### config.mk
export PLATFORM = sky130hd
export DESIGN_NAME = grid_ray_march_distance
export DESIGN_NICKNAME = d
export VERILOG_FILES = /design/src/rtl/grm_pkg.sv /design/src/rtl/grm_ram.sv /design/src/rtl/grm_queue.sv /design/src/rtl/grm_front.sv /design/src/rtl/grm_back.sv /design/src/rtl/grid_ray_march_distance.sv
export SDC_FILE = /design/constraint.sdc
export NUM_CORES = 1
export LEC_CHECK = 0
export ABC_AREA = 1
export BUFFER_PORTS_ARGS = -buffer_cell sky130_fd_sc_hd__buf_2
export CORE_ASPECT_RATIO = 0.6
export CORE_MARGIN = 1
export CORE_UTILIZATION = 55
export CTS_CLUSTER_DIAMETER = 150
export DETAILED_ROUTE_END_ITERATION = 10
export PLACE_DENSITY = 0.71
export SYNTH_ARGS = -nofsm -noshare
export SYNTH_HDL_FRONTEND = slang
export SYNTH_HIERARCHICAL = 1
export SYNTH_SLANG_ARGS = --single-unit
### constraint.sdc
create_clock -name clk -period 27.2 [get_ports clk]
set_input_delay 2.72 -clock clk [delete_from_list [all_inputs] [get_ports clk]]
set_output_delay 2.72 -clock clk [all_outputs]
set_load 0.02 [all_outputs]
### src/rtl/grm_pkg.sv
// ----------------------------------------------------------------------------
// grm_pkg
// shared types, codes and defaults of the grid ray marcher
// ----------------------------------------------------------------------------
`default_nettype none

package grm_pkg;

  // defaults of the top level parameters
  localparam int MAP_SIZE_DEF       = 16;
  localparam int STEPS_PER_UNIT_DEF = 100;
  localparam int MAX_STEPS_DEF      = 2048;
  localparam int QUEUE_DEPTH_DEF    = 2;

  // fixed field geometry
  localparam int COORD_W   = 16;
  localparam int FRAC_BITS = 12;
  localparam int IDX_W     = 4;
  localparam int STEP_W    = 12;

  // per-step increment split into whole cells and remainder, sized for the
  // smallest step ratio (largest quotient) and the largest one (widest remainder)
  localparam int DQ_W = 5;
  localparam int DR_W = 22;

  // opcodes
  localparam logic OP_WRITE = 1'b0;
  localparam logic OP_CAST  = 1'b1;

  // result status codes
  localparam logic [1:0] ST_HIT   = 2'd0;
  localparam logic [1:0] ST_LEFT  = 2'd1;
  localparam logic [1:0] ST_LIMIT = 2'd2;
  localparam logic [1:0] ST_WRITE = 2'd3;

  typedef struct packed {
    logic               opcode;
    logic [IDX_W-1:0]   cell_row;
    logic [IDX_W-1:0]   cell_col;
    logic               cell_wall;
    logic [COORD_W-1:0] origin_x;
    logic [COORD_W-1:0] origin_y;
    logic [COORD_W-1:0] target_x;
    logic [COORD_W-1:0] target_y;
  } in_item_t;

  typedef struct packed {
    logic [STEP_W-1:0] step_count;
    logic [IDX_W-1:0]  hit_row;
    logic [IDX_W-1:0]  hit_col;
    logic [1:0]        status;
  } out_item_t;

  // classified command handed from front to back
  typedef struct packed {
    in_item_t                item;
    logic signed [DQ_W-1:0]  dq_x;
    logic signed [DQ_W-1:0]  dq_y;
    logic [DR_W-1:0]         dr_x;
    logic [DR_W-1:0]         dr_y;
  } cmd_t;

  typedef enum logic [1:0] {
    FR_IDLE,
    FR_DIV,
    FR_PUSH
  } fr_state_t;

  typedef enum logic [1:0] {
    BK_CLEAR,
    BK_IDLE,
    BK_CHECK,
    BK_WAIT
  } bk_state_t;

endpackage

`default_nettype wire

### src/rtl/grm_ram.sv
// ----------------------------------------------------------------------------
// grm_ram
// generic single write port ram with registered read
// ----------------------------------------------------------------------------
`default_nettype none

module grm_ram #(
  parameter int WIDTH = 1,
  parameter int DEPTH = 256
) (
  input  wire logic                       clk,
  input  wire logic                       we,
  input  wire logic [$clog2(DEPTH)-1:0]   waddr,
  input  wire logic [WIDTH-1:0]           wdata,
  input  wire logic                       re,
  input  wire logic [$clog2(DEPTH)-1:0]   raddr,
  output logic      [WIDTH-1:0]           rdata
);

  logic [WIDTH-1:0] mem_r [DEPTH];

  always_ff @(posedge clk) begin
    if (we) begin
      mem_r[waddr] <= wdata;
    end
    if (re) begin
      rdata <= mem_r[raddr];
    end
  end

endmodule

`default_nettype wire

### src/rtl/grm_queue.sv
// ----------------------------------------------------------------------------
// grm_queue
// short command queue between front and back
// ----------------------------------------------------------------------------
`default_nettype none

module grm_queue #(
  parameter int DEPTH = grm_pkg::QUEUE_DEPTH_DEF
) (
  input  wire logic          clk,
  input  wire logic          rst_n,
  input  wire logic          push,
  input  wire grm_pkg::cmd_t push_data,
  output logic               full,
  input  wire logic          pop,
  output grm_pkg::cmd_t      head,
  output logic               empty
);

  import grm_pkg::*;

  localparam int PW   = $clog2(DEPTH);
  localparam int CNTW = $clog2(DEPTH + 1);

  cmd_t            mem_r [DEPTH];
  logic [PW-1:0]   wr_ptr_r, wr_ptr_nxt;
  logic [PW-1:0]   rd_ptr_r, rd_ptr_nxt;
  logic [CNTW-1:0] count_r, count_nxt;

  assign full  = (count_r == CNTW'(DEPTH));
  assign empty = (count_r == '0);
  assign head  = mem_r[rd_ptr_r];

  always_comb begin
    wr_ptr_nxt = wr_ptr_r;
    rd_ptr_nxt = rd_ptr_r;
    if (push) begin
      wr_ptr_nxt = (wr_ptr_r == PW'(DEPTH - 1)) ? '0 : wr_ptr_r + PW'(1);
    end
    if (pop) begin
      rd_ptr_nxt = (rd_ptr_r == PW'(DEPTH - 1)) ? '0 : rd_ptr_r + PW'(1);
    end
    count_nxt = count_r + CNTW'(push) - CNTW'(pop);
  end

  always_ff @(posedge clk) begin
    if (!rst_n) begin
      wr_ptr_r <= '0;
      rd_ptr_r <= '0;
      count_r  <= '0;
    end else begin
      wr_ptr_r <= wr_ptr_nxt;
      rd_ptr_r <= rd_ptr_nxt;
      count_r  <= count_nxt;
    end
  end

  always_ff @(posedge clk) begin
    if (push) begin
      mem_r[wr_ptr_r] <= push_data;
    end
  end

`ifndef ASSERT_OFF
  a_no_push_full: assert property (@(posedge clk) disable iff (!rst_n)
    push |-> !full)
    else $error("command pushed into full queue");

  a_no_pop_empty: assert property (@(posedge clk) disable iff (!rst_n)
    pop |-> !empty)
    else $error("command popped from empty queue");
`endif

endmodule

`default_nettype wire

### src/rtl/grm_front.sv
// ----------------------------------------------------------------------------
// grm_front
// takes items, splits the per-step increment into cells and remainder
// ----------------------------------------------------------------------------
`default_nettype none

module grm_front #(
  parameter int STEPS_PER_UNIT = grm_pkg::STEPS_PER_UNIT_DEF
) (
  input  wire logic              clk,
  input  wire logic              rst_n,
  input  wire logic              in_valid,
  output logic                   in_stall,
  input  wire grm_pkg::in_item_t in_data,
  input  wire logic              clearing,
  output logic                   push,
  output grm_pkg::cmd_t          push_data,
  input  wire logic              q_full
);

  import grm_pkg::*;

  localparam int DEN   = STEPS_PER_UNIT << FRAC_BITS;
  localparam int DEN_W = $clog2(DEN);
  localparam int XW    = ((DEN_W > COORD_W) ? DEN_W : COORD_W) + 2;

  fr_state_t               fr_state_r, fr_state_nxt;
  in_item_t                item_r, item_nxt;
  logic signed [XW-1:0]    rx_r, rx_nxt;
  logic signed [XW-1:0]    ry_r, ry_nxt;
  logic signed [DQ_W-1:0]  qx_r, qx_nxt;
  logic signed [DQ_W-1:0]  qy_r, qy_nxt;
  logic signed [COORD_W:0] dx, dy;
  logic                    accept;
  logic                    x_lo, x_hi, y_lo, y_hi, div_done;

  assign accept = in_valid && !in_stall;
  assign dx = $signed({1'b0, in_data.target_x}) - $signed({1'b0, in_data.origin_x});
  assign dy = $signed({1'b0, in_data.target_y}) - $signed({1'b0, in_data.origin_y});

  // remainder window is [0, DEN)
  assign x_lo     = (rx_r < 0);
  assign x_hi     = (rx_r >= XW'(DEN));
  assign y_lo     = (ry_r < 0);
  assign y_hi     = (ry_r >= XW'(DEN));
  assign div_done = !x_lo && !x_hi && !y_lo && !y_hi;

  // next state
  always_comb begin
    fr_state_nxt = fr_state_r;
    unique case (fr_state_r)
      FR_IDLE: begin
        if (accept) begin
          fr_state_nxt = (in_data.opcode == OP_CAST) ? FR_DIV : FR_PUSH;
        end
      end
      FR_DIV: begin
        if (div_done) begin
          fr_state_nxt = FR_PUSH;
        end
      end
      FR_PUSH: begin
        if (!q_full) begin
          fr_state_nxt = FR_IDLE;
        end
      end
      default: fr_state_nxt = FR_IDLE;
    endcase
  end

  // outputs and datapath
  always_comb begin
    in_stall = (fr_state_r != FR_IDLE) || clearing;
    push     = 1'b0;
    item_nxt = item_r;
    rx_nxt   = rx_r;
    ry_nxt   = ry_r;
    qx_nxt   = qx_r;
    qy_nxt   = qy_r;
    unique case (fr_state_r)
      FR_IDLE: begin
        if (accept) begin
          item_nxt = in_data;
          rx_nxt   = XW'(dx);
          ry_nxt   = XW'(dy);
          qx_nxt   = '0;
          qy_nxt   = '0;
        end
      end
      FR_DIV: begin
        // floor division, one cell a cycle per axis
        if (x_lo) begin
          rx_nxt = rx_r + XW'(DEN);
          qx_nxt = qx_r - DQ_W'(1);
        end else if (x_hi) begin
          rx_nxt = rx_r - XW'(DEN);
          qx_nxt = qx_r + DQ_W'(1);
        end
        if (y_lo) begin
          ry_nxt = ry_r + XW'(DEN);
          qy_nxt = qy_r - DQ_W'(1);
        end else if (y_hi) begin
          ry_nxt = ry_r - XW'(DEN);
          qy_nxt = qy_r + DQ_W'(1);
        end
      end
      FR_PUSH: begin
        push = !q_full;
      end
      default: push = 1'b0;
    endcase
  end

  assign push_data.item = item_r;
  assign push_data.dq_x = qx_r;
  assign push_data.dq_y = qy_r;
  assign push_data.dr_x = DR_W'(rx_r);
  assign push_data.dr_y = DR_W'(ry_r);

  always_ff @(posedge clk) begin
    if (!rst_n) begin
      fr_state_r <= FR_IDLE;
    end else begin
      fr_state_r <= fr_state_nxt;
    end
  end

  always_ff @(posedge clk) begin
    item_r <= item_nxt;
    rx_r   <= rx_nxt;
    ry_r   <= ry_nxt;
    qx_r   <= qx_nxt;
    qy_r   <= qy_nxt;
  end

endmodule

`default_nettype wire

### src/rtl/grm_back.sv
// ----------------------------------------------------------------------------
// grm_back
// map store, clearing pass, ray march sequencer and result register
// ----------------------------------------------------------------------------
`default_nettype none

module grm_back #(
  parameter int MAP_SIZE       = grm_pkg::MAP_SIZE_DEF,
  parameter int STEPS_PER_UNIT = grm_pkg::STEPS_PER_UNIT_DEF,
  parameter int MAX_STEPS      = grm_pkg::MAX_STEPS_DEF
) (
  input  wire logic          clk,
  input  wire logic          rst_n,
  input  wire grm_pkg::cmd_t head,
  input  wire logic          q_empty,
  output logic               q_pop,
  output logic               clearing,
  output logic               out_valid,
  input  wire logic          out_stall,
  output grm_pkg::out_item_t out_data
);

  import grm_pkg::*;

  localparam int DEN   = STEPS_PER_UNIT << FRAC_BITS;
  localparam int RW    = $clog2(DEN);
  localparam int IW    = $clog2(MAP_SIZE);
  localparam int CW    = IW + 6;
  localparam int CELLS = MAP_SIZE * MAP_SIZE;
  localparam int AW    = $clog2(CELLS);
  localparam int JW    = $clog2(MAX_STEPS + 1);

  bk_state_t            bk_state_r, bk_state_nxt;
  logic [AW-1:0]        clr_addr_r, clr_addr_nxt;
  logic signed [CW-1:0] cx_r, cx_nxt;
  logic signed [CW-1:0] cy_r, cy_nxt;
  logic [RW-1:0]        rx_r, rx_nxt;
  logic [RW-1:0]        ry_r, ry_nxt;
  logic [JW-1:0]        j_r, j_nxt;
  logic                 out_valid_r;
  out_item_t            out_data_r;
  out_item_t            res;
  logic                 load;

  logic                 ram_we, ram_re;
  logic [AW-1:0]        ram_waddr, ram_raddr;
  logic [0:0]           ram_wdata, ram_rdata;

  logic                 is_write, wr_in_map, off_map, at_limit, is_wall, out_free;
  logic [AW-1:0]        cell_addr, wr_addr;
  logic [RW:0]          sx, sy;
  logic                 cx_carry, cy_carry;
  logic [STEP_W-1:0]    cnt;

  assign is_write  = (head.item.opcode == OP_WRITE);
  assign wr_in_map = (int'(head.item.cell_row) < MAP_SIZE) &&
                     (int'(head.item.cell_col) < MAP_SIZE);
  assign off_map   = (cx_r < 0) || (cx_r >= CW'(MAP_SIZE)) ||
                     (cy_r < 0) || (cy_r >= CW'(MAP_SIZE));
  assign at_limit  = (j_r == JW'(MAX_STEPS));
  assign is_wall   = ram_rdata[0];
  assign out_free  = !out_valid_r || !out_stall;
  assign clearing  = (bk_state_r == BK_CLEAR);

  assign cell_addr = AW'(cx_r[IW-1:0]) * AW'(MAP_SIZE) + AW'(cy_r[IW-1:0]);
  assign wr_addr   = AW'(head.item.cell_row) * AW'(MAP_SIZE) + AW'(head.item.cell_col);

  // next probe point: remainder add with one carry into the cell index
  assign sx       = (RW+1)'(rx_r) + (RW+1)'(head.dr_x);
  assign sy       = (RW+1)'(ry_r) + (RW+1)'(head.dr_y);
  assign cx_carry = (sx >= (RW+1)'(DEN));
  assign cy_carry = (sy >= (RW+1)'(DEN));

  // first probe reports 0, later ones index plus one
  assign cnt = (j_r == '0) ? '0 : STEP_W'(j_r) + STEP_W'(1);

  grm_ram #(
    .WIDTH (1),
    .DEPTH (CELLS)
  ) u_map (
    .clk   (clk),
    .we    (ram_we),
    .waddr (ram_waddr),
    .wdata (ram_wdata),
    .re    (ram_re),
    .raddr (ram_raddr),
    .rdata (ram_rdata)
  );

  // next state
  always_comb begin
    bk_state_nxt = bk_state_r;
    unique case (bk_state_r)
      BK_CLEAR: begin
        if (clr_addr_r == AW'(CELLS - 1)) begin
          bk_state_nxt = BK_IDLE;
        end
      end
      BK_IDLE: begin
        if (!q_empty && !is_write) begin
          bk_state_nxt = BK_CHECK;
        end
      end
      BK_CHECK: begin
        if (at_limit || off_map) begin
          if (out_free) begin
            bk_state_nxt = BK_IDLE;
          end
        end else begin
          bk_state_nxt = BK_WAIT;
        end
      end
      BK_WAIT: begin
        if (is_wall) begin
          if (out_free) begin
            bk_state_nxt = BK_IDLE;
          end
        end else begin
          bk_state_nxt = BK_CHECK;
        end
      end
      default: bk_state_nxt = BK_IDLE;
    endcase
  end

  // outputs and datapath
  always_comb begin
    ram_we       = 1'b0;
    ram_waddr    = clr_addr_r;
    ram_wdata    = 1'b0;
    ram_re       = 1'b0;
    ram_raddr    = cell_addr;
    q_pop        = 1'b0;
    load         = 1'b0;
    res          = '0;
    clr_addr_nxt = clr_addr_r;
    cx_nxt       = cx_r;
    cy_nxt       = cy_r;
    rx_nxt       = rx_r;
    ry_nxt       = ry_r;
    j_nxt        = j_r;
    unique case (bk_state_r)
      BK_CLEAR: begin
        ram_we       = 1'b1;
        clr_addr_nxt = clr_addr_r + AW'(1);
      end
      BK_IDLE: begin
        if (!q_empty) begin
          if (is_write) begin
            if (out_free) begin
              ram_we     = wr_in_map;
              ram_waddr  = wr_addr;
              ram_wdata  = head.item.cell_wall;
              q_pop      = 1'b1;
              load       = 1'b1;
              res.status = ST_WRITE;
            end
          end else begin
            // start point is the target itself
            cx_nxt = CW'(head.item.target_x[COORD_W-1:FRAC_BITS]);
            cy_nxt = CW'(head.item.target_y[COORD_W-1:FRAC_BITS]);
            rx_nxt = RW'(head.item.target_x[FRAC_BITS-1:0]) * RW'(STEPS_PER_UNIT);
            ry_nxt = RW'(head.item.target_y[FRAC_BITS-1:0]) * RW'(STEPS_PER_UNIT);
            j_nxt  = '0;
          end
        end
      end
      BK_CHECK: begin
        if (at_limit) begin
          if (out_free) begin
            q_pop          = 1'b1;
            load           = 1'b1;
            res.step_count = STEP_W'(j_r);
            res.status     = ST_LIMIT;
          end
        end else if (off_map) begin
          if (out_free) begin
            q_pop          = 1'b1;
            load           = 1'b1;
            res.step_count = cnt;
            res.status     = ST_LEFT;
          end
        end else begin
          ram_re = 1'b1;
        end
      end
      BK_WAIT: begin
        if (is_wall) begin
          if (out_free) begin
            q_pop          = 1'b1;
            load           = 1'b1;
            res.step_count = cnt;
            res.hit_row    = IDX_W'(cx_r[IW-1:0]);
            res.hit_col    = IDX_W'(cy_r[IW-1:0]);
            res.status     = ST_HIT;
          end
        end else begin
          rx_nxt = RW'(cx_carry ? sx - (RW+1)'(DEN) : sx);
          ry_nxt = RW'(cy_carry ? sy - (RW+1)'(DEN) : sy);
          cx_nxt = cx_r + CW'(head.dq_x) + (cx_carry ? CW'(1) : CW'(0));
          cy_nxt = cy_r + CW'(head.dq_y) + (cy_carry ? CW'(1) : CW'(0));
          j_nxt  = j_r + JW'(1);
        end
      end
      default: load = 1'b0;
    endcase
  end

  assign out_valid = out_valid_r;
  assign out_data  = out_data_r;

  always_ff @(posedge clk) begin
    if (!rst_n) begin
      bk_state_r  <= BK_CLEAR;
      clr_addr_r  <= '0;
      out_valid_r <= 1'b0;
    end else begin
      bk_state_r  <= bk_state_nxt;
      clr_addr_r  <= clr_addr_nxt;
      if (load) begin
        out_valid_r <= 1'b1;
      end else if (!out_stall) begin
        out_valid_r <= 1'b0;
      end
    end
  end

  always_ff @(posedge clk) begin
    cx_r <= cx_nxt;
    cy_r <= cy_nxt;
    rx_r <= rx_nxt;
    ry_r <= ry_nxt;
    j_r  <= j_nxt;
    if (load) begin
      out_data_r <= res;
    end
  end

`ifndef ASSERT_OFF
  a_step_bound: assert property (@(posedge clk) disable iff (!rst_n)
    (bk_state_r == BK_CHECK || bk_state_r == BK_WAIT) |-> (j_r <= JW'(MAX_STEPS)))
    else $error("march index beyond step limit");

  a_clear_queue_empty: assert property (@(posedge clk) disable iff (!rst_n)
    (bk_state_r == BK_CLEAR) |-> q_empty)
    else $error("command queued during clearing pass");
`endif

endmodule

`default_nettype wire

### src/rtl/grid_ray_march_distance.sv
// ----------------------------------------------------------------------------
// grid_ray_march_distance
// fixed-step ray marcher over a square one-bit wall map
// flow: the front registers each item; a cast first runs the floor division (FR_DIV), a write
//   goes straight to the push (FR_PUSH); the back writes the map or marches through BK_CHECK
//   and BK_WAIT for each probe, then loads the result register as it leaves
// the front takes no new item until the last one is pushed; the back is bound by one registered map read per probe
// reset: control cleared at once, then a clearing pass over all MAP_SIZE*MAP_SIZE map cells
//   (256 by default) during which no item is taken
// ----------------------------------------------------------------------------
`default_nettype none

module grid_ray_march_distance #(
  parameter int MAP_SIZE       = grm_pkg::MAP_SIZE_DEF,
  parameter int STEPS_PER_UNIT = grm_pkg::STEPS_PER_UNIT_DEF,
  parameter int MAX_STEPS      = grm_pkg::MAX_STEPS_DEF,
  parameter int QUEUE_DEPTH    = grm_pkg::QUEUE_DEPTH_DEF
) (
  input  wire logic               clk,
  input  wire logic               rst_n,
  // item input channel
  input  wire logic               in_valid,
  output logic                    in_stall,
  input  wire grm_pkg::in_item_t  in_data,
  // result channel
  output logic                    out_valid,
  input  wire logic               out_stall,
  output grm_pkg::out_item_t      out_data
);

  import grm_pkg::*;

  // front to queue
  logic push;
  cmd_t push_data;
  logic q_full;

  // queue to back
  cmd_t q_head;
  logic q_empty;
  logic q_pop;

  // map clearing in progress, holds the front off
  logic clearing;

  // front: takes items and splits each step increment into whole cells and a
  // remainder so the back only ever adds and compares once per probe
  grm_front #(
    .STEPS_PER_UNIT (STEPS_PER_UNIT)
  ) u_front (
    .clk       (clk),
    .rst_n     (rst_n),
    .in_valid  (in_valid),
    .in_stall  (in_stall),
    .in_data   (in_data),
    .clearing  (clearing),
    .push      (push),
    .push_data (push_data),
    .q_full    (q_full)
  );

  // short queue so the front can classify the next item while a march runs
  grm_queue #(
    .DEPTH (QUEUE_DEPTH)
  ) u_queue (
    .clk       (clk),
    .rst_n     (rst_n),
    .push      (push),
    .push_data (push_data),
    .full      (q_full),
    .pop       (q_pop),
    .head      (q_head),
    .empty     (q_empty)
  );

  // back: map writes, probe sequencing and the result register; a command
  // stays at the queue head until its result is loaded
  grm_back #(
    .MAP_SIZE       (MAP_SIZE),
    .STEPS_PER_UNIT (STEPS_PER_UNIT),
    .MAX_STEPS      (MAX_STEPS)
  ) u_back (
    .clk       (clk),
    .rst_n     (rst_n),
    .head      (q_head),
    .q_empty   (q_empty),
    .q_pop     (q_pop),
    .clearing  (clearing),
    .out_valid (out_valid),
    .out_stall (out_stall),
    .out_data  (out_data)
  );

endmodule

`default_nettype wire

Yosys cells after proc, flatten, opt, wreduce, memory -nomap -nowiden
Memories as Yosys holds them, arrays and structs flattened. A register that Yosys moved wholly into a read port is not among the register bits.
Cells that the tools add are included.

storage, ports and cells
  bits in registers = 235
  memory bits (writable) = 512
  bits of input ports = 78
  output and inout bits = 24
  logic and storage cells = 217
  memories = 2

cells by class
  add/sub/neg operators = 26
  multiply operators = 2
  $lt $le $gt $ge = 10
  eq/ne operators = 19
  muxes and demuxes = 96
  reduce and logical (&&, ||, !) cells = 34

memories
  memory              words  width  read ports  clocked after Yosys merged registers in  wr ports  line             RTL
  u_back.u_map.mem_r  256    1      1           1                                        1         grm_ram.sv:20    logic [WIDTH-1:0] mem_r [DEPTH];
  u_queue.mem_r       2      128    1           1                                        1         grm_queue.sv:25  cmd_t mem_r [DEPTH];

operators by type and width
  cell                      count
  $mux W19                  8
  $mux W21                  6
  $mux W12                  8
  $pmux W21 S2              2
  $pmux W19 S2              2
  $mux W10                  6
  $pmux W12 S2              2
  $mux W22                  2
  $add A21 B20 Y21 const B  2
  $ge A21 B20 Y1 const B    2
  $lt A21 B1 Y1 const B     2
  $sub A21 B20 Y21 const B  2
  $add A19 B20 Y20          2
  $ge A20 B19 Y1 const B    2
  $pmux W10 S2              2
  $sub A19 B19 Y19 const B  2
  $mul A12 B5 Y17 const B   2
  $sub A16 B16 Y17          2
  $mux W8                   4
  $mux W2                   15
  $mux W1                   27
  $mux W5                   5
  $add A10 B10 Y10          2
  $add A10 B5 Y10           2
  31 further kinds          76

Longest topological paths before layout
Gate-level depths: netlist of run 1.

  word-level depth = 9
  gate-level depth with buffers = 39

Cells and area by module
Netlist of run 1, hierarchy kept.

modules (own cells, without submodules)
  module     times used  cells each  area an instance (µm²)  seq. area each (µm²)
  grm_ram    1           1184        11727.5                 7717.4
  grm_back   1           1422        10436.3                 2982.9
  grm_queue  1           431         9531.6                  7787.5
  grm_front  1           663         6810.3                  3823.7

Worst setup path before layout of run 1
Ideal clock, no wire load.

  path kind = input to register
  start point = input out_stall
  end point = memory u_back.u_map.mem_r[0] (data pin)
  library setup time = 1.393 ns
  arrival time = 9.045 ns
  slack = 16.762 ns
  cell stages on the path = 3
  path buffers = 0
  cells stage by stage = nand2_1 -> nand3_1 -> nor2_1

between the ends
  word-level cells in the longest chain between the ends = 6

RTL lines
  element               line                           RTL
  start, declared       grid_ray_march_distance.sv:27  input wire logic out_stall,
  $logic_not A1 Y1      grm_back.sv:62                 assign out_free = !out_valid_r || !out_stall;
  $logic_or A1 B1 Y1    grm_back.sv:62
  $mux W1               grm_back.sv:150                if (out_free) begin
  $mux W1               grm_back.sv:149                if (is_write) begin
  $mux W1               grm_back.sv:148                if (!q_empty) begin
  $mux W1               grm_back.sv:142                unique case (bk_state_r)
  net u_back.ram_wdata  grm_back.sv:47                 logic [0:0] ram_wdata, ram_rdata;
  end, declared         grm_ram.sv:20

The timed path passes the listed nets, and every way through them passes these cells.

==> summary.txt, run 1 <==
Run status
  • Run status: finished clean

STA
  • RSZ-0062 raised after global routing: false
  • Crit share post-route: 0.242
  • Final Max Slew Viols: 0
  • Setup TNS: 0 ps
  • Measured slew at the worst slew-check pin: 1200 ps
  • Skew final: 36.3 ps
  • Final Hold Viols: 0
  • Fin crit period: 6580 ps
  • Slew HR: 0.196
  • Setup Viol. Count Final: 0
  • Final worst slack: 20620 ps
  • Fmax achieved: 152 MHz

Logic synthesis
  • Synthesized netlist net count: 3846
  • Synthesized area per cell: 9.83 um^2
  • Syn. warnings: 6
  • Post-Syn Area: 0.0349 mm^2
  • Post-Synthesis Cells: 3553

Min path
  • Worst Hold Class: reg2reg

Worst setup path
  • Cell family with most CP delay: simple AND/OR/NAND/NOR gates
  • Critical Path AT: 7070 ps
  • CP endpoint kind: flip-flop
  • CP bufs+invs: 6
  • CP most frequent cell: nand2_1
  • Worst setup path category: reg2reg
  • Slowest CP cell: dfxtp_4
  • Req. time, crit path: 27690 ps
  • CP startpoint kind: flip-flop
  • Largest stage delay on the critical path: 860 ps
  • Crit path max fanout: 56

Clocking
  • Worst-path clk slew: 70 ps
  • Sink Count: 645
  • Setup Fix Bufs, Post-CTS: 0
  • H-tree levels: 2
  • Post-CTS sizing: 0
  • Clock tree buffer depth: 3
  • CTS tree: yes
  • Clock root cell: clkbuf_16
  • Hold_buf cts: 0
  • Num CTS Buffers: 58
  • Skew-Pair Late Insertion Delay: 660 ps

Finish
  • Diodes inserted: 0
  • Multi-input logic area: 0.0137 mm^2
  • Commonest non-fill, non-tap cells in the layout: 772 x nand2_1, 627 x edfxtp_1, 441 x nor2_1, 378 x nand3_1, 330 x inv_1
  • P&R area growth vs syn: 8.40%
  • FILL cells: 5314
  • Register area: 0.0192 mm^2
  • Nets: 3909
  • Layout cells sized above 1: 0.113
  • Leading cell type in the layout, fill and taps excluded: nand2_1

Place
  • Pre-CTS setup slack: 20690 ps
  • Port bufs: 101
  • Post-DP HPWL: 59900 um
  • Final GP Congestion: 0.911

Job
  • Max-Cap Viols: 0

Floorplanning
  • Die footprint: 0.0645 mm^2
  • Die width: 327 um
  • Core area: 0.0627 mm^2
  • Initial core utilization: 0.557
  • IO Count: 102
  • Row cnt: 71
  • Die height: 197 um

Detailed routing
  • DRC viols: 0
  • Via count: 25483
  • DR iter-0 viols: 3149
  • Routed wire length: 86500 um
  • Vias per cell: 5.66
  • Post-route ant nets: 0
  • Routed length per placed instance: 19.2 um
  • DR pass1 iterations: 8

Power and ir drop
  • P_leak: 15.0 nW
  • Cell area power density: 74.5 mW/mm^2
  • Worst vdd ir: 0.0510 mV

Global route
  • Grt ovf: 0
  • First-pass GRT wire length: 133000 um
  • Vias in the first global route: 22855
  • Total global-route track usage: 0.269
  • Pin count of the biggest net entering global routing: 257
  • Number of antenna violations at the first check in global routing: 1
==> area by class of cell <==
cell class,count,share of cell area
Clock buffer,85,0.0434
Clock inverter,24,0.00793
Inverter,355,0.0353
Multi-Input combinational cell,2435,0.361
Sequential cell,645,0.507
Tap cell,839,0.0277
Timing Repair Buffer,121,0.0177
==> state kept, by name, summed over array words and instances, names as in the netlist, named ones only <==
signal	count
u_front/ry_r	21
u_back/rx_r	19
u_queue/count_r	2
u_front/push_data	42
u_back/bk_state_r	2
u_front/qx_r	5
u_queue/mem_r	184
u_front/fr_state_r	2
u_front/qy_r	5
u_back/j_r	12
u_queue/wr_ptr_r	1
u_back/ry_r	19
u_back/cx_r	10
u_back/clr_addr_r	8
u_queue/rd_ptr_r	1
u_back/u_map/mem_r	256
u_back/out_data	22
u_front/rx_r	21
u_back/u_map/rdata	1
u_back/out_valid	1
u_back/cy_r	10
==> per-stage QoR <==
stage | total power [mW] | hold WS (ps) | util | instances | cell area, um^2
6_report | 2.82 | 445 | 0.603 | 4504 | 37800
5_1_grt | 2.96 | 450 | 0.603 | 4504 | 37800
4_1_cts | 2.82 | 446 | 0.603 | 4504 | 37800
3_5_place_dp | 1.98 | 430 | 0.572 | 4395 | 35900
3_3_place_gp | 1.97 | 427 | 0.572 | 4395 | 35900
2_1_floorplan | 1.78 | 421 | - | 3553 | 34900
==> path summary, 6_finish.rpt <==
path	from	depth (start not counted)	end	slack, ps
worst max-delay path	flip-flop	36	u_back/cx_r[8]$_SDFFCE_PN0P_	20620
worst min-delay path	u_front/push_data[74]$_DFFE_PP_	0	u_queue/mem_r[0][74]$_DFFE_PP_	450
worst max register to register	flip-flop	36	u_back/cx_r[8]$_SDFFCE_PN0P_	20620
worst min register to register	u_front/push_data[74]$_DFFE_PP_	0	u_queue/mem_r[0][74]$_DFFE_PP_	450
==> layer usage <==
layer	wire length [um]	track usage	up-vias	part of all wire
met3	9530	0.0558	88	0.11
met2	32000	0.340	1140	0.37
met4	1260	0.0504	0	0.015
met1	43700	0.460	12009	0.51
met5	0	0	-	0
li1	-	-	12246	-
==> report_power, final <==
part	internal (mW)	total, mW	switching, mW
Sequential	1.18	1.23	0.0467
Combinational	0.234	0.750	0.516
Clock	0.468	0.839	0.371
No activity file was read; power rests on OpenSTA's default activity.
==> run 2: changes to the inputs <==
- clock period: 27.2 -> 6.66 ns (I/O delays scaled with it)
==> run 2 against run 1 <==
Net effect: hold slack got worse by 240 ps; critical path depth decreased by 2; global-route usage is 0.37 points higher; largest cell class unchanged; largest power group unchanged.
==> summary.txt, run 2 (same netlist as run 1, synthesis figures left out) <==
Floorplanning
  • Die width: 327 um (unchanged)
  • Die height: 197 um (unchanged)
  • Die footprint: 0.0645 mm^2 (unchanged)
  • IO Count: 102 (unchanged)
  • Core area: 0.0627 mm^2 (unchanged)
  • Initial core utilization: 0.557 (unchanged)
  • Row cnt: 71 (unchanged)

Clocking
  • Post-CTS sizing: 0 (unchanged)
  • Num CTS Buffers: 58 (unchanged)
  • Sink Count: 645 (unchanged)
  • Clock tree buffer depth: 3 (unchanged)
  • CTS tree: yes
  • H-tree levels: 2 (unchanged)
  • Skew-Pair Late Insertion Delay: 640 ps (-20 ps)
  • Clock root cell: clkbuf_16
  • Worst-path clk slew: 70 ps (about the same)
  • Hold_buf cts: 0 (unchanged)
  • Setup Fix Bufs, Post-CTS: 0 (unchanged)

Global route
  • Grt ovf: 0 (unchanged)
  • Number of antenna violations at the first check in global routing: 1 (unchanged)
  • First-pass GRT wire length: 135000 um (+1.6%)
  • Pin count of the biggest net entering global routing: 99 (-61%)
  • Total global-route track usage: 0.273 (+0.00372)
  • Vias in the first global route: 23138 (+1.2%)

Min path
  • Hold Path Stages: 1 (+1)
  • Worst Hold Class: in2reg

STA
  • Measured slew at the worst slew-check pin: 1280 ps (+78.6 ps)
  • Fmax achieved: 167 MHz (+10%)
  • Skew final: 20.7 ps (-15.6 ps)
  • RSZ-0062 raised after global routing: false
  • Setup TNS: 0 ps (unchanged)
  • Slew HR: 0.144 (-0.0519)
  • Final Max Slew Viols: 0 (unchanged)
  • Final worst slack: 682 ps (-19940 ps)
  • Setup Viol. Count Final: 0 (unchanged)
  • Crit share post-route: 0.898 (+0.656)
  • Final Hold Viols: 0 (unchanged)
  • Fin crit period: 5980 ps (-598 ps)

Detailed routing
  • Top Layer Used: met4
  • Met1 Wirelength: 43600 um (-0.31%)
  • DRC viols: 0 (unchanged)
  • Post-route ant nets: 0 (unchanged)
  • Routed length per placed instance: 19.4 um (+1.1%)
  • WL met2: 32800 um (+2.4%)
  • Via count: 25640 (+0.62%)
  • Met3 wire length: 9810 um (+2.9%)
  • DR iter-0 viols: 3370 (+7.0%)
  • Vias per cell: 5.69 (+0.50%)
  • Routed wire length: 87600 um (+1.3%)
  • DR pass1 iterations: 6 (-2)

Worst setup path
  • Largest stage delay on the critical path: 730 ps (-130 ps)
  • Worst setup path category: reg2reg
  • CP startpoint kind: flip-flop
  • Crit path max fanout: 40 (-29%)
  • Critical Path AT: 6360 ps (-710 ps)
  • FF-to-FF path depth: 34 (-5.6%)
  • CP endpoint kind: flip-flop
  • Req. time, crit path: 7040 ps (-20650 ps)
  • Slowest CP cell: dfxtp_4
  • CP most frequent cell: nand2_1

Run status
  • Run status: finished clean

Power and ir drop
  • P_leak: 15.1 nW (+0.37%)
  • Worst vdd ir: 0.235 mV (+360%)
  • Cell area power density: 305 mW/mm^2 (+310%)

Finish
  • Diodes inserted: 0 (unchanged)
  • Nets: 3920 (+0.28%)
  • P&R area growth vs syn: 8.63%
  • Largest Register: u_back/u_map/mem_r
  • Layout cells sized above 1: 0.116 (+0.00366)
  • Leading cell type in the layout, fill and taps excluded: nand2_1
  • Commonest non-fill, non-tap cells in the layout: 772 x nand2_1, 627 x edfxtp_1, 441 x nor2_1, 378 x nand3_1, 331 x inv_1
  • Largest register FFs: 256 (unchanged)
  • FILL cells: 5261 (-1.0%)

Job
  • Max-Cap Viols: 0 (unchanged)

Place
  • Post-DP HPWL: 60000 um (+0.28%)
  • Pre-CTS setup slack: 761 ps (-19930 ps)
  • Port bufs: 101 (unchanged)
  • Final GP Congestion: 0.939 (+3.2%)
[run 2: cell types whose count changed in the layout (fill, tap and decap cells not counted), sizes merged]
| cell | before | now |
|---|---|---|
| inv | 353 | 357 |
| bufinv | 5 | 7 |
| clkbuf | 85 | 74 |
| clkinv | 20 | 15 |
| clkinvlp | 1 | 5 |
| buf | 121 | 132 |
[run 2: worst max-delay path, delay by kind of cell (launching register included)]
family | cells | cell delay [ps]
flops | 1 | 730
buf+inv | 3 | 460
fa+ha+maj | 4 | 1430
compound gates | 7 | 1080
simple gates | 19 | 1600
mux | 1 | 360
[run 2: final cells by class]
class	count	area [um^2]	share of cell area
clock buffers	74	1600	0.0423
clock inverters	29	335	0.00884
inverters	355	1340	0.0352
multi-input cells	2435	13700	0.360
flip-flops and latches	645	19200	0.506
well taps	839	1050	0.0277
repair buffers	132	751	0.0198
[run 2: layer usage]
metal,up-vias,GRT usage
li1,12244,-
met1,12012,0.461
met2,1275,0.351
met3,109,0.0540
met4,0,0.0552
met5,-,0
[run 2: path summary, 6_finish.rpt]
check | end | startpoint | slack, ps
worst max register to register | u_back/cy_r[8]$_SDFFCE_PN0P_ | flip-flop | 680
worst max-delay path | u_back/cy_r[8]$_SDFFCE_PN0P_ | flip-flop | 680
worst min-delay path | u_front/push_data[121]$_DFFE_PP_ | in_data[67] | 210
worst min register to register | u_queue/mem_r[0][70]$_DFFE_PP_ | u_front/push_data[70]$_DFFE_PP_ | 440
[run 2: stage by stage]
| step | std cells | utilization | power, mW | cell area, um^2 | hold WS, ps |
|---|---|---|---|---|---|
| CTS | 4509 | 0.605 | 11.6 | 37900 | 172 |
| global route | 4509 | 0.605 | 12.2 | 37900 | 187 |
| detailed placement | 4406 | 0.574 | 8.11 | 36000 | 431 |
| global placement | 4406 | 0.574 | 8.07 | 36000 | 422 |
| floorplan | 3553 | - | 7.27 | 34900 | 421 |
| finish | 4509 | 0.605 | 11.6 | 37900 | 210 |
[run 2: where the power goes]
group          switching [mW]  internal, mW  total, mW
registers               0.189          4.83       5.02
clock network            1.50          1.97       3.47
logic                    2.13         0.957       3.09
total                    3.82          7.75       11.6
